**src/rtl/fir_pkg.sv**
```systemverilog
// Shared constants, types and codes of the direct-form FIR filter.
// No dependencies; used by fir_mac, fir_filter_core, fir_chk and the bench.
package fir_pkg;

  localparam int MAX_TAPS    = 32;   // power of two: the delay ring wraps on it
  localparam int SAMPLE_BITS = 16;

  localparam int ADDR_W  = $clog2(MAX_TAPS);
  localparam int FILL_W  = $clog2(MAX_TAPS + 1);
  localparam int TAP_W   = 6;
  localparam int SLOT_W  = 5;
  localparam int FRAC_W  = SAMPLE_BITS - 1;
  localparam int PROD_W  = 2 * SAMPLE_BITS;
  localparam int ACC_W   = PROD_W + ADDR_W + 1;
  localparam int SHF_W   = ACC_W - FRAC_W;

  localparam logic [TAP_W-1:0]  TAP_RESET = TAP_W'(23);
  localparam logic [ACC_W-1:0]  RND_HALF  = ACC_W'(1) << (FRAC_W - 1);

  localparam logic [SAMPLE_BITS-1:0] SAT_MAX = {1'b0, {(SAMPLE_BITS-1){1'b1}}};
  localparam logic [SAMPLE_BITS-1:0] SAT_MIN = {1'b1, {(SAMPLE_BITS-1){1'b0}}};

  localparam logic CMD_LOAD   = 1'b0;
  localparam logic CMD_SAMPLE = 1'b1;

  // read issue tag, aligned with the RAM read data
  typedef struct packed {
    logic vld;
    logic last;
    logic keep;   // delay entry holds a real sample, else it reads as zero
  } rd_tag_t;

  typedef struct packed {
    logic    clr;
    rd_tag_t tag;
  } mac_ctrl_t;

endpackage

```
**src/rtl/fir_ram.sv**
```systemverilog
// Generic single-write, single-read synchronous RAM with registered read.
// No dependencies.
module fir_ram #(
  parameter int WIDTH = 16,
  parameter int DEPTH = 32
) (
  input  logic                     clk_i,
  input  logic                     we_i,
  input  logic [$clog2(DEPTH)-1:0] waddr_i,
  input  logic [WIDTH-1:0]         wdata_i,
  input  logic [$clog2(DEPTH)-1:0] raddr_i,
  output logic [WIDTH-1:0]         rdata_o
);

  logic [WIDTH-1:0] mem_q [DEPTH];
  logic [WIDTH-1:0] rdata_q;

  always_ff @(posedge clk_i) begin
    if (we_i) begin
      mem_q[waddr_i] <= wdata_i;
    end
    rdata_q <= mem_q[raddr_i];
  end

  assign rdata_o = rdata_q;

endmodule

```
**src/rtl/fir_mac.sv**
```systemverilog
// Multiply-accumulate datapath: product register, wide accumulator,
// rounding and saturation to Q1.15. Depends on fir_pkg.
module fir_mac (
  input  logic                               clk_i,
  input  logic                               rst_ni,
  input  fir_pkg::mac_ctrl_t                 ctrl_i,
  input  logic signed [fir_pkg::SAMPLE_BITS-1:0] coef_i,
  input  logic signed [fir_pkg::SAMPLE_BITS-1:0] samp_i,
  output logic                               done_o,
  output logic signed [fir_pkg::SAMPLE_BITS-1:0] filtered_o,
  output logic                               saturated_o
);

  logic signed [fir_pkg::PROD_W-1:0] prod_full;
  logic signed [fir_pkg::PROD_W-1:0] prod_d, prod_q;
  logic                              p_vld_q, p_last_q;
  logic signed [fir_pkg::ACC_W-1:0]  acc_d, acc_q;
  logic                              done_q;
  logic        [fir_pkg::ACC_W-1:0]  rnd;
  logic        [fir_pkg::SHF_W-1:0]  shf;
  logic                              ovf_hi, ovf_lo;

  // signed 16x16 product, sized on its own so both operands sign-extend
  assign prod_full = coef_i * samp_i;
  assign prod_d    = ctrl_i.tag.keep ? prod_full : '0;

  always_comb begin
    acc_d = acc_q;
    if (ctrl_i.clr) begin
      acc_d = '0;
    end else if (p_vld_q) begin
      acc_d = acc_q + {{(fir_pkg::ACC_W-fir_pkg::PROD_W){prod_q[fir_pkg::PROD_W-1]}}, prod_q};
    end
  end

  always_ff @(posedge clk_i or negedge rst_ni) begin
    if (!rst_ni) begin
      p_vld_q  <= 1'b0;
      p_last_q <= 1'b0;
      done_q   <= 1'b0;
    end else begin
      p_vld_q  <= ctrl_i.tag.vld;
      p_last_q <= ctrl_i.tag.last;
      done_q   <= p_vld_q & p_last_q;
    end
  end

  always_ff @(posedge clk_i) begin
    prod_q <= prod_d;
    acc_q  <= acc_d;
  end

  // round half up, arithmetic shift, then clip to Q1.15
  assign rnd    = acc_q + fir_pkg::RND_HALF;
  assign shf    = rnd[fir_pkg::ACC_W-1:fir_pkg::FRAC_W];
  assign ovf_hi = !shf[fir_pkg::SHF_W-1] && (|shf[fir_pkg::SHF_W-2:fir_pkg::SAMPLE_BITS-1]);
  assign ovf_lo = shf[fir_pkg::SHF_W-1] && !(&shf[fir_pkg::SHF_W-2:fir_pkg::SAMPLE_BITS-1]);

  assign done_o      = done_q;
  assign saturated_o = ovf_hi | ovf_lo;
  assign filtered_o  = ovf_hi ? fir_pkg::SAT_MAX :
                       ovf_lo ? fir_pkg::SAT_MIN : shf[fir_pkg::SAMPLE_BITS-1:0];

endmodule

```
**src/rtl/fir_filter_core.sv**
```systemverilog
// Top level of the direct-form FIR filter: sequencer, coefficient RAM,
// delay-line ring RAM and output register. Depends on fir_pkg, fir_ram, fir_mac.
//
//  channel | signals                                   | direction
//  --------+-------------------------------------------+----------
//  in      | in_valid_i/in_ready_o, cmd, coef_index, value | to block
//  out     | out_valid_o/out_ready_i, filtered, saturated  | from block
//  cfg     | cfg_valid_i/cfg_ready_o, tap_count          | to block
//
// A coefficient load is written into the coefficient RAM when it is accepted. A sample
// issues one read of each RAM per tap; the data then pass the RAM read register,
// the product register and the accumulator before the output register is loaded.
// Reset clears the sequencer, the ring pointer and the fill count and sets tap_count
// to 23; delay entries not yet written since reset read as zero through the fill count.
// A full output register holds the sequencer in ST_OUT; no new word is accepted until then.
module fir_filter_core (
  input  logic                                   clk_i,
  input  logic                                   rst_ni,
  input  logic                                   in_valid_i,
  output logic                                   in_ready_o,
  input  logic                                   cmd_i,
  input  logic [fir_pkg::SLOT_W-1:0]             coef_index_i,
  input  logic signed [fir_pkg::SAMPLE_BITS-1:0] value_i,
  output logic                                   out_valid_o,
  input  logic                                   out_ready_i,
  output logic signed [fir_pkg::SAMPLE_BITS-1:0] filtered_o,
  output logic                                   saturated_o,
  input  logic                                   cfg_valid_i,
  output logic                                   cfg_ready_o,
  input  logic [fir_pkg::TAP_W-1:0]              tap_count_i
);

  typedef enum logic [1:0] {
    ST_IDLE,
    ST_RUN,
    ST_DRAIN,
    ST_OUT
  } state_e;

  state_e                            state_q, state_d;
  logic [fir_pkg::TAP_W-1:0]         tap_count_q;
  logic [fir_pkg::ADDR_W-1:0]        wp_q, cur_q, k_q, k_d, last_q, last_d;
  logic [fir_pkg::FILL_W-1:0]        fill_q;
  logic                              out_valid_q;
  logic [fir_pkg::SAMPLE_BITS-1:0]   filtered_q;
  logic                              saturated_q;
  fir_pkg::rd_tag_t                  tag_d, tag_q;
  fir_pkg::mac_ctrl_t                mac_ctrl;

  logic                              in_acc, ld_acc, smp_acc, out_load;
  logic                              coef_we;
  logic [fir_pkg::SAMPLE_BITS-1:0]   coef_rdata, dly_rdata;
  logic [fir_pkg::ADDR_W-1:0]        dly_raddr;
  logic                              mac_done, mac_sat;
  logic signed [fir_pkg::SAMPLE_BITS-1:0] mac_y;
  logic [fir_pkg::TAP_W-1:0]         taps_eff;

  assign in_ready_o  = (state_q == ST_IDLE);
  assign cfg_ready_o = 1'b1;
  assign in_acc      = in_valid_i && in_ready_o;
  assign ld_acc      = in_acc && (cmd_i == fir_pkg::CMD_LOAD);
  assign smp_acc     = in_acc && (cmd_i == fir_pkg::CMD_SAMPLE);
  assign out_load    = (state_q == ST_OUT) && (!out_valid_q || out_ready_i);
  assign coef_we     = ld_acc &&
                       ({1'b0, coef_index_i} < (fir_pkg::SLOT_W+1)'(fir_pkg::MAX_TAPS));

  // zero taps act as one, too many are clipped to the table size
  always_comb begin
    taps_eff = tap_count_q;
    if (tap_count_q == '0) begin
      taps_eff = fir_pkg::TAP_W'(1);
    end else if (tap_count_q > fir_pkg::TAP_W'(fir_pkg::MAX_TAPS)) begin
      taps_eff = fir_pkg::TAP_W'(fir_pkg::MAX_TAPS);
    end
  end

  always_comb begin
    state_d = state_q;
    k_d     = k_q;
    last_d  = last_q;
    tag_d   = '0;
    case (state_q)
      ST_IDLE: begin
        if (smp_acc) begin
          state_d = ST_RUN;
          k_d     = '0;
          last_d  = fir_pkg::ADDR_W'(taps_eff - fir_pkg::TAP_W'(1));
        end
      end
      ST_RUN: begin
        tag_d.vld  = 1'b1;
        tag_d.last = (k_q == last_q);
        tag_d.keep = (fir_pkg::FILL_W'(k_q) < fill_q);
        k_d        = k_q + fir_pkg::ADDR_W'(1);
        if (k_q == last_q) begin
          state_d = ST_DRAIN;
        end
      end
      ST_DRAIN: begin
        if (mac_done) begin
          state_d = ST_OUT;
        end
      end
      ST_OUT: begin
        if (out_load) begin
          state_d = ST_IDLE;
        end
      end
      default: begin
        state_d = ST_IDLE;
      end
    endcase
  end

  always_ff @(posedge clk_i or negedge rst_ni) begin
    if (!rst_ni) begin
      state_q     <= ST_IDLE;
      tap_count_q <= fir_pkg::TAP_RESET;
      wp_q        <= '0;
      cur_q       <= '0;
      fill_q      <= '0;
      k_q         <= '0;
      last_q      <= '0;
      tag_q       <= '0;
      out_valid_q <= 1'b0;
      filtered_q  <= '0;
      saturated_q <= 1'b0;
    end else begin
      state_q <= state_d;
      k_q     <= k_d;
      last_q  <= last_d;
      tag_q   <= tag_d;
      if (cfg_valid_i && cfg_ready_o) begin
        tap_count_q <= tap_count_i;
      end
      if (smp_acc) begin
        cur_q <= wp_q;
        wp_q  <= wp_q + fir_pkg::ADDR_W'(1);
        if (fill_q != fir_pkg::FILL_W'(fir_pkg::MAX_TAPS)) begin
          fill_q <= fill_q + fir_pkg::FILL_W'(1);
        end
      end
      if (out_load) begin
        out_valid_q <= 1'b1;
        filtered_q  <= mac_y;
        saturated_q <= mac_sat;
      end else if (out_ready_i) begin
        out_valid_q <= 1'b0;
      end
    end
  end

  // age k of the current sample sits k slots behind it in the ring
  assign dly_raddr = cur_q - k_q;

  fir_ram #(
    .WIDTH (fir_pkg::SAMPLE_BITS),
    .DEPTH (fir_pkg::MAX_TAPS)
  ) u_coef_ram (
    .clk_i   (clk_i),
    .we_i    (coef_we),
    .waddr_i (coef_index_i[fir_pkg::ADDR_W-1:0]),
    .wdata_i (value_i),
    .raddr_i (k_q),
    .rdata_o (coef_rdata)
  );

  fir_ram #(
    .WIDTH (fir_pkg::SAMPLE_BITS),
    .DEPTH (fir_pkg::MAX_TAPS)
  ) u_dly_ram (
    .clk_i   (clk_i),
    .we_i    (smp_acc),
    .waddr_i (wp_q),
    .wdata_i (value_i),
    .raddr_i (dly_raddr),
    .rdata_o (dly_rdata)
  );

  assign mac_ctrl.clr = smp_acc;
  assign mac_ctrl.tag = tag_q;

  fir_mac u_mac (
    .clk_i       (clk_i),
    .rst_ni      (rst_ni),
    .ctrl_i      (mac_ctrl),
    .coef_i      (coef_rdata),
    .samp_i      (dly_rdata),
    .done_o      (mac_done),
    .filtered_o  (mac_y),
    .saturated_o (mac_sat)
  );

  assign out_valid_o = out_valid_q;
  assign filtered_o  = filtered_q;
  assign saturated_o = saturated_q;

endmodule

```
**config.mk**
```make
export PLATFORM = sky130hd
export DESIGN_NAME = fir_filter_core
export DESIGN_NICKNAME = d
export VERILOG_FILES = /design/src/rtl/fir_pkg.sv /design/src/rtl/fir_ram.sv /design/src/rtl/fir_mac.sv /design/src/rtl/fir_filter_core.sv
export SDC_FILE = /design/constraint.sdc
export NUM_CORES = 2
export LEC_CHECK = 0
export BUFFER_PORTS_ARGS = -buffer_cell sky130_fd_sc_hd__buf_2
export CORE_MARGIN = 2
export CORE_UTILIZATION = 45
export CTS_CLUSTER_SIZE = 25
export DETAILED_ROUTE_END_ITERATION = 10
export HOLD_SLACK_MARGIN = 0.1
export PLACE_DENSITY = 0.67
export SYNTH_ARGS = -nofsm -noshare
export SYNTH_HDL_FRONTEND = slang
export SYNTH_HIERARCHICAL = 1
export SYNTH_SLANG_ARGS = --single-unit
```
**constraint.sdc**
```tcl
create_clock -name clk_i -period 6.7 [get_ports clk_i]
set_clock_uncertainty 0.1 [all_clocks]
set_input_delay 1.005 -clock clk_i [delete_from_list [all_inputs] [get_ports clk_i]]
set_output_delay 1.005 -clock clk_i [all_outputs]
set_load 0.05 [all_outputs]
```
# [Word level (Yosys, flattened, before mapping)]
# Memory sizes are Yosys's and may differ from the RTL's. A register that Yosys moved wholly into a read port is not among the register bits.
# Cells that the tools add are included.
[totals] regBits=128 ramBits=1024 input_bits=33 n_memories=2
[mem_list] name="u_coef_ram.mem_q" words=32 word_bits=16 read_ports=1 rd_clocked_by_memory_dff=1 write_ports=1 line_no="fir_ram.sv:15" source="logic [WIDTH-1:0] mem_q [DEPTH];"
[mem_list] name="u_dly_ram.mem_q" words=32 word_bits=16 read_ports=1 rd_clocked_by_memory_dff=1 write_ports=1 line_no="fir_ram.sv:15"
[classes] addsub=7 multipliers=1 magnitude_cmp=2 eq_ne=9 muxes=18 bitwise_logic=3 n_reduce_logical=20
[op_table] cell="adder 38 x 15 -> 38 bit, second input constant" n=1
[op_table] cell="adder 38 bit" n=1
[op_table] cell="multiplier 16 x 16 -> 32 bit" n=1
[op_table] cell="2-to-1 mux 16 bit" n=2
[op_table] cell="2-to-1 mux 5 bit" n=3
[op_table] cell="adder 5 x 1 -> 5 bit, second input constant" n=2
[op_table] cell="one-hot mux 5 bit (2 select lines)" n=1
[op_table] cell="2-to-1 mux 2 bit" n=4
[op_table] cell="one-hot mux 2 bit (4 select lines)" n=1
[op_table] cell="AND reduction 7 bit" n=1
[op_table] cell="OR reduction 7 bit" n=1
[op_table] cell="adder 6 x 1 -> 6 bit, second input constant" n=1
[op_table] cell="greater-than comparator 6 bit, second input constant" n=1
[op_table] cell="logical AND 1 bit" n=6
[op_table] cell="zero test 6 bit" n=1
[op_table] cell="< comparator 5 x 6 -> 1 bit" n=1
[op_table] cell="2-to-1 mux 1 bit" n=6
[op_table] cell="inequality test 6 bit, second input constant" n=1
[op_table] cell="AND reduction 2 bit" n=3
[op_table] cell="equality test 5 bit" n=1
[op_table] cell="subtractor 5 x 1 -> 5 bit, second input constant" n=1
[op_table] cell="subtractor 5 bit" n=1
[op_table] cell="equality test 2 bit, second input constant" n=2
[op_table] cell="inequality test 2 x 1 -> 1 bit, second input constant" n=2
[op_table] cell="11 further kinds" n=15

# [Logic depth before layout (Yosys ltp)]
[depth] depth_word=6 ltp_mapped=24 ltp_nobuf=22

# [Hierarchy]
# The synthesis kept the hierarchy.
[modules_own_cells] module="fir_ram" n_inst=2 cells_per_inst=1143 area_each_um2=20535.9 seq_area_each_um2=15695.1
[modules_own_cells] module="fir_mac" n_inst=1 cells_per_inst=1649 area_each_um2=14632.8 seq_area_each_um2=1476.4
[modules_own_cells] module="fir_filter_core" n_inst=1 cells_per_inst=240 area_each_um2=2717.6 seq_area_each_um2=1381.3

# [Least setup slack after synthesis]
# OpenSTA, ideal clock, no wires.
[synth_timing] path_kind="register -> register" start="register u_coef_ram.rdata_q[15], in the netlist u_coef_ram/rdata_o[15], read port of u_coef_ram.mem_q" end="register u_mac/prod_q[30] in the netlist's numbering" setup_time_ps=71 arrival_time_ps=5957 required_time_ps=6529 slack_ps=572 stages_incl_launch_ff=21 path_buffers=1 synth_period_minus_slack_ps=6128 path_cell_list="dfxtp_1 > clkbuf_1 > nand2_1 > inv_1 > fa_1 > fa_1 > inv_1 > fa_1 > fa_1 > fa_1 > fa_1 > inv_1 > ha_1 > and3_1 > and3_1 > and2_1 > nand4_1 > o2111ai_1 > nand4_1 > a21o_1 > a21oi_1"
[synth_via] elab_chain_cells=1
[synth_lines] element="from (decl)" line_no="fir_ram.sv:16" source="logic [WIDTH-1:0] rdata_q;"
[synth_lines] element="multiplier 16 x 16 -> 32 bit" line_no="fir_mac.sv:24" source="assign prod_full = coef_i * samp_i;"
[synth_lines] element="to (signal assigned)" line_no="fir_mac.sv:49" source="prod_q <= prod_d;"
[synth_lines] element="to (decl)" line_no="fir_mac.sv:15" source="logic signed [fir_pkg::PROD_W-1:0] prod_d, prod_q;"
# Every way passes these cells.
# A chain may end at the register's enable or synchronous reset.

# [Worst setup path after layout]
[layout_timing] start="register u_coef_ram.rdata_q[9], in the netlist u_coef_ram/rdata_o[9], read port of u_coef_ram.mem_q" end="register u_mac/prod_q[23] in the netlist's numbering"
# Same word-level chain as after synthesis.

==> insert_results.sql <==
INSERT INTO impl_metrics (metric_group, metric, value, unit) VALUES
('routing', 'num_vias', '33200', ''),
('global_routing', 'grt_antenna_before_repair', '2', ''),
('clock_network', 'clock_sinks', '1184', ''),
('clock_network', 'cts.htree.levels', '3', ''),
('clock_network', 'cts_tree', 'done', ''),
('global_routing', 'maximum_number_of_pins_on_one_net_before_global_route_repair', '98', ''),
('setup_path', 'worst_ep_required_time', '7.24', 'ns'),
('timing', 'rsz_0062_raised_after_global_routing', 'false', ''),
('timing', 'worstMarginPinSlew', '1.14', 'ns'),
('synth', 'synth.cells.most_frequent', 'sky130_fd_sc_hd__edfxtp_1 (1024), sky130_fd_sc_hd__mux2i_1 (541), sky130_fd_sc_hd__inv_1 (350)', ''),
('floorplan', 'num_io_pins', '53', ''),
('min_path', 'hold_depth', '0', ''),
('setup_path', 'crit_start', 'u_coef_ram/rdata_o[9]', ''),
('setup_path', 'ff_to_ff_path_depth', '17', ''),
('timing', 'timing.final.max_slew_violations', '0', ''),
('place', 'gp_congestion', '0.857', ''),
('setup_path', 'reg2reg_to', 'u_mac/prod_q[23]', ''),
('global_routing', 'grt_first_pass_wirelength', '200000', 'µm'),
('synth', 'synth_cell_type_count', '96', ''),
('synth', 'postSynthCellCount', '4175', ''),
('setup_path', 'setup.worst_path.class', 'reg2reg', ''),
('setup_path', 'crit_path_end', 'u_mac/prod_q[23]', ''),
('synth', 'edff_count_synth', '1024', ''),
('setup_path', 'start_kind', 'flop', ''),
('clock_network', 'clkSlewWorstSetupHoldPaths', '0.06', 'ns'),
('clock_network', 'post_cts_hold_buffer_count', '0', ''),
('timing', 'worst_slew_margin_rel', '0.238', ''),
('global_routing', 'global_route.overflow_total', '0', ''),
('floorplan', 'initial_core_util', '0.452', ''),
('routing', 'avgViaCountPerCell', '5.44', ''),
('floorplan', 'fp-row-count', '132', ''),
('synth', 'part_of_the_yosys_area_used_for_sequential_elements', '0.586', ''),
('place', 'place_hpwl', '82600', 'µm'),
('layout', 'flow.area_growth_from_synthesis', '10.3', '%'),
('synth', 'postSynth.topFlopCell', 'sky130_fd_sc_hd__edfxtp_1', ''),
('synth', 'post_synthesis_xor_xnor_area_fraction', '0.0138', ''),
('layout', 'antenna-diode-count', '0', ''),
('routing', 'ant_nets', '0', ''),
('synth', 'synth_area_leaders', 'sky130_fd_sc_hd__edfxtp_1 (53%), sky130_fd_sc_hd__mux2i_1 (9.3%), sky130_fd_sc_hd__fa_1 (9.0%)', ''),
('floorplan', 'core_area', '0.129', 'mm²'),
('job', 'max_cap_viol_count', '0', ''),
('synth', 'synth_top_area_frac', '0.526', ''),
('timing', 'maxClockFrequency', '156', 'MHz'),
('setup_path', 'worstPathMaxFanout', '16', ''),
('clock_network', 'clk-insertion-delay-late', '0.74', 'ns'),
('timing', 'final_period_minus_worst_setup_slack', '6.41', 'ns'),
('min_path', 'hold_path_class', 'reg2reg', ''),
('timing', 'finalCritPeriodShare', '0.956', ''),
('timing', 'setup_tns', '0', 'ns'),
('synth', 'synth_area_in_compound_gates', '0.0649', ''),
('clock_network', 'number_of_buffers_created_by_cts', '116', ''),
('routing', 'detail_route.drc_violations', '0', ''),
('synth', 'syn-mean-instance-area', '14.0', 'µm²'),
('setup_path', 'regToRegSetupSlack', '0.29', 'ns'),
('synth', 'yosysMostFrequentCell', 'sky130_fd_sc_hd__edfxtp_1', ''),
('run_status', 'run_status', 'finished, final reports clean', ''),
('synth', 'muxShareOfSynthArea', '0.0978', ''),
('floorplan', 'floorplan.die.width', '364', 'µm'),
('routing', 'dr.first_iter.drc_count', '2718', ''),
('clock_network', 'max-clock-path-buffers', '3', ''),
('setup_path', 'crit_arrival', '6.94', 'ns'),
('synth', 'syn-num-nets', '4610', ''),
('synth', 'yosys.area_share.simple', '0.0718', ''),
('routing', 'routed_wire_length_per_instance', '21.6', 'µm'),
('synth', 'yosys.area.top_type', 'sky130_fd_sc_hd__edfxtp_1', ''),
('routing', 'detailedRoute.firstPassIterationCount', '7', ''),
('global_routing', 'grt_pass1_vias', '33200', ''),
('synth', 'syn-cell-area', '0.0584', 'mm²'),
('setup_path', 'critical_path.reg2reg.startpoint', 'u_coef_ram/rdata_o[9]', ''),
('floorplan', 'fp.dieH', '364', 'µm'),
('setup_path', 'worst_setup_path_end_kind', 'flop', '');
## worst min path at each step
stage                      startpoint             end  slack (ns)
after detailed placement  mac_ctrl[1]  u_mac/p_last_q        0.23
after global routing      mac_ctrl[1]  u_mac/p_last_q        0.26
after global placement    mac_ctrl[1]  u_mac/p_last_q        0.23
final                     mac_ctrl[1]  u_mac/p_last_q        0.25
after CTS                 mac_ctrl[1]  u_mac/p_last_q        0.25
after floorplan           mac_ctrl[1]  u_mac/p_last_q        0.23
## cell type report
class,count,area (µm²)
Clock inverter,77,870
Clock buffer,137,3000
Sequential cell,1184,34300
Tap cell,1742,2180
Fill cell,11000,64700
Inverter,351,1330
Multi-Input combinational cell,2446,21600
Timing Repair Buffer,177,1210
## stage by stage
stage                      util  hold slack, ns  cell area, µm²  std cells  worst slack [ns]
after floorplan               -           0.231           58400       4175             0.572
after global placement    0.469           0.234           60600       5900             0.442
after detailed placement  0.469           0.235           60600       5900             0.369
after CTS                 0.499           0.248           64400       6114             0.330
after global routing      0.499           0.256           64400       6114            0.0150
final                     0.499           0.248           64400       6114             0.293
## worst max-delay path: stages, from the launching register on
cell and delay, ns:
sky130_fd_sc_hd__dfxtp_1 0.71, sky130_fd_sc_hd__nand2_1 0.17, sky130_fd_sc_hd__fa_1 0.58, sky130_fd_sc_hd__fa_1 0.44, sky130_fd_sc_hd__fa_1 0.51, sky130_fd_sc_hd__inv_1 0.05, sky130_fd_sc_hd__fa_1 0.46, sky130_fd_sc_hd__fa_1 0.52
sky130_fd_sc_hd__fa_1 0.49, sky130_fd_sc_hd__ha_1 0.38, sky130_fd_sc_hd__a2111o_1 0.40, sky130_fd_sc_hd__a21oi_2 0.17, sky130_fd_sc_hd__o41a_4 0.19, sky130_fd_sc_hd__o21a_2 0.16, sky130_fd_sc_hd__nand2_1 0.08, sky130_fd_sc_hd__a221o_1 0.37
sky130_fd_sc_hd__a2111o_1 0.42, sky130_fd_sc_hd__nand3_1 0.08
## cell families (layout without fill, tap and decap cells)
group,count (synthesis),count (layout)
flip-flops,1184,1184
AND/OR/NAND/NOR,856,856
multiplexers,567,567
buffers and inverters,545,742
AO/OA/AOI/OAI,528,528
adder cells (fa/ha/maj),402,402
XOR/XNOR,92,92
other,1,1
## repair_timing
| item | 4_1_cts | 5_1_grt |
|---|---|---|
| gates resized for setup | 0 | 2 |
| setup buffers | 0 | 0 |
| endpoints found under the setup margin | 0 | 1 |
## cell usage in the layout (no fill, tap or decap), drive strengths merged, types with 48 or more instances in the layout
cell type,n
a21oi,120
a22o,67
a22oi,129
and2,130
buf,177
clkbuf,137
clkinv,52
dfrtp,54
dfxtp,102
edfxtp,1024
fa,264
ha,138
inv,356
mux2i,541
nand2,262
nand3,92
nand4,49
nor2,171
nor3,48
o21ai,56
xnor2,62
## flip-flops by register name, summed over array words and instances (netlist names)
signal / flops
last_q: 5
u_mac/done_o: 1
k_q: 5
out_valid_o: 1
u_mac/prod_q: 32
cur_q: 5
u_coef_ram/rdata_o: 16
state_q: 2
u_dly_ram/mem_q: 512
tap_count_q: 6
u_mac/acc_q: 38
u_mac/p_vld_q: 1
mac_ctrl: 3
u_mac/p_last_q: 1
u_dly_ram/rdata_o: 16
fill_q: 6
filtered_o: 16
saturated_o: 1
u_coef_ram/mem_q: 512
wp_q: 5
## metal layers
metal	GRT usage	up-vias	share of wire
met5	0	-	0.00022
met4	0.0501	4	0.022
met3	0.0304	193	0.057
met2	0.333	950	0.49
met1	0.269	16800	0.43
li1	-	15300	-
Power is left out: the tool's default activity adds up to more than one toggle a clock period on the data nets, which glitch-free logic cannot reach.
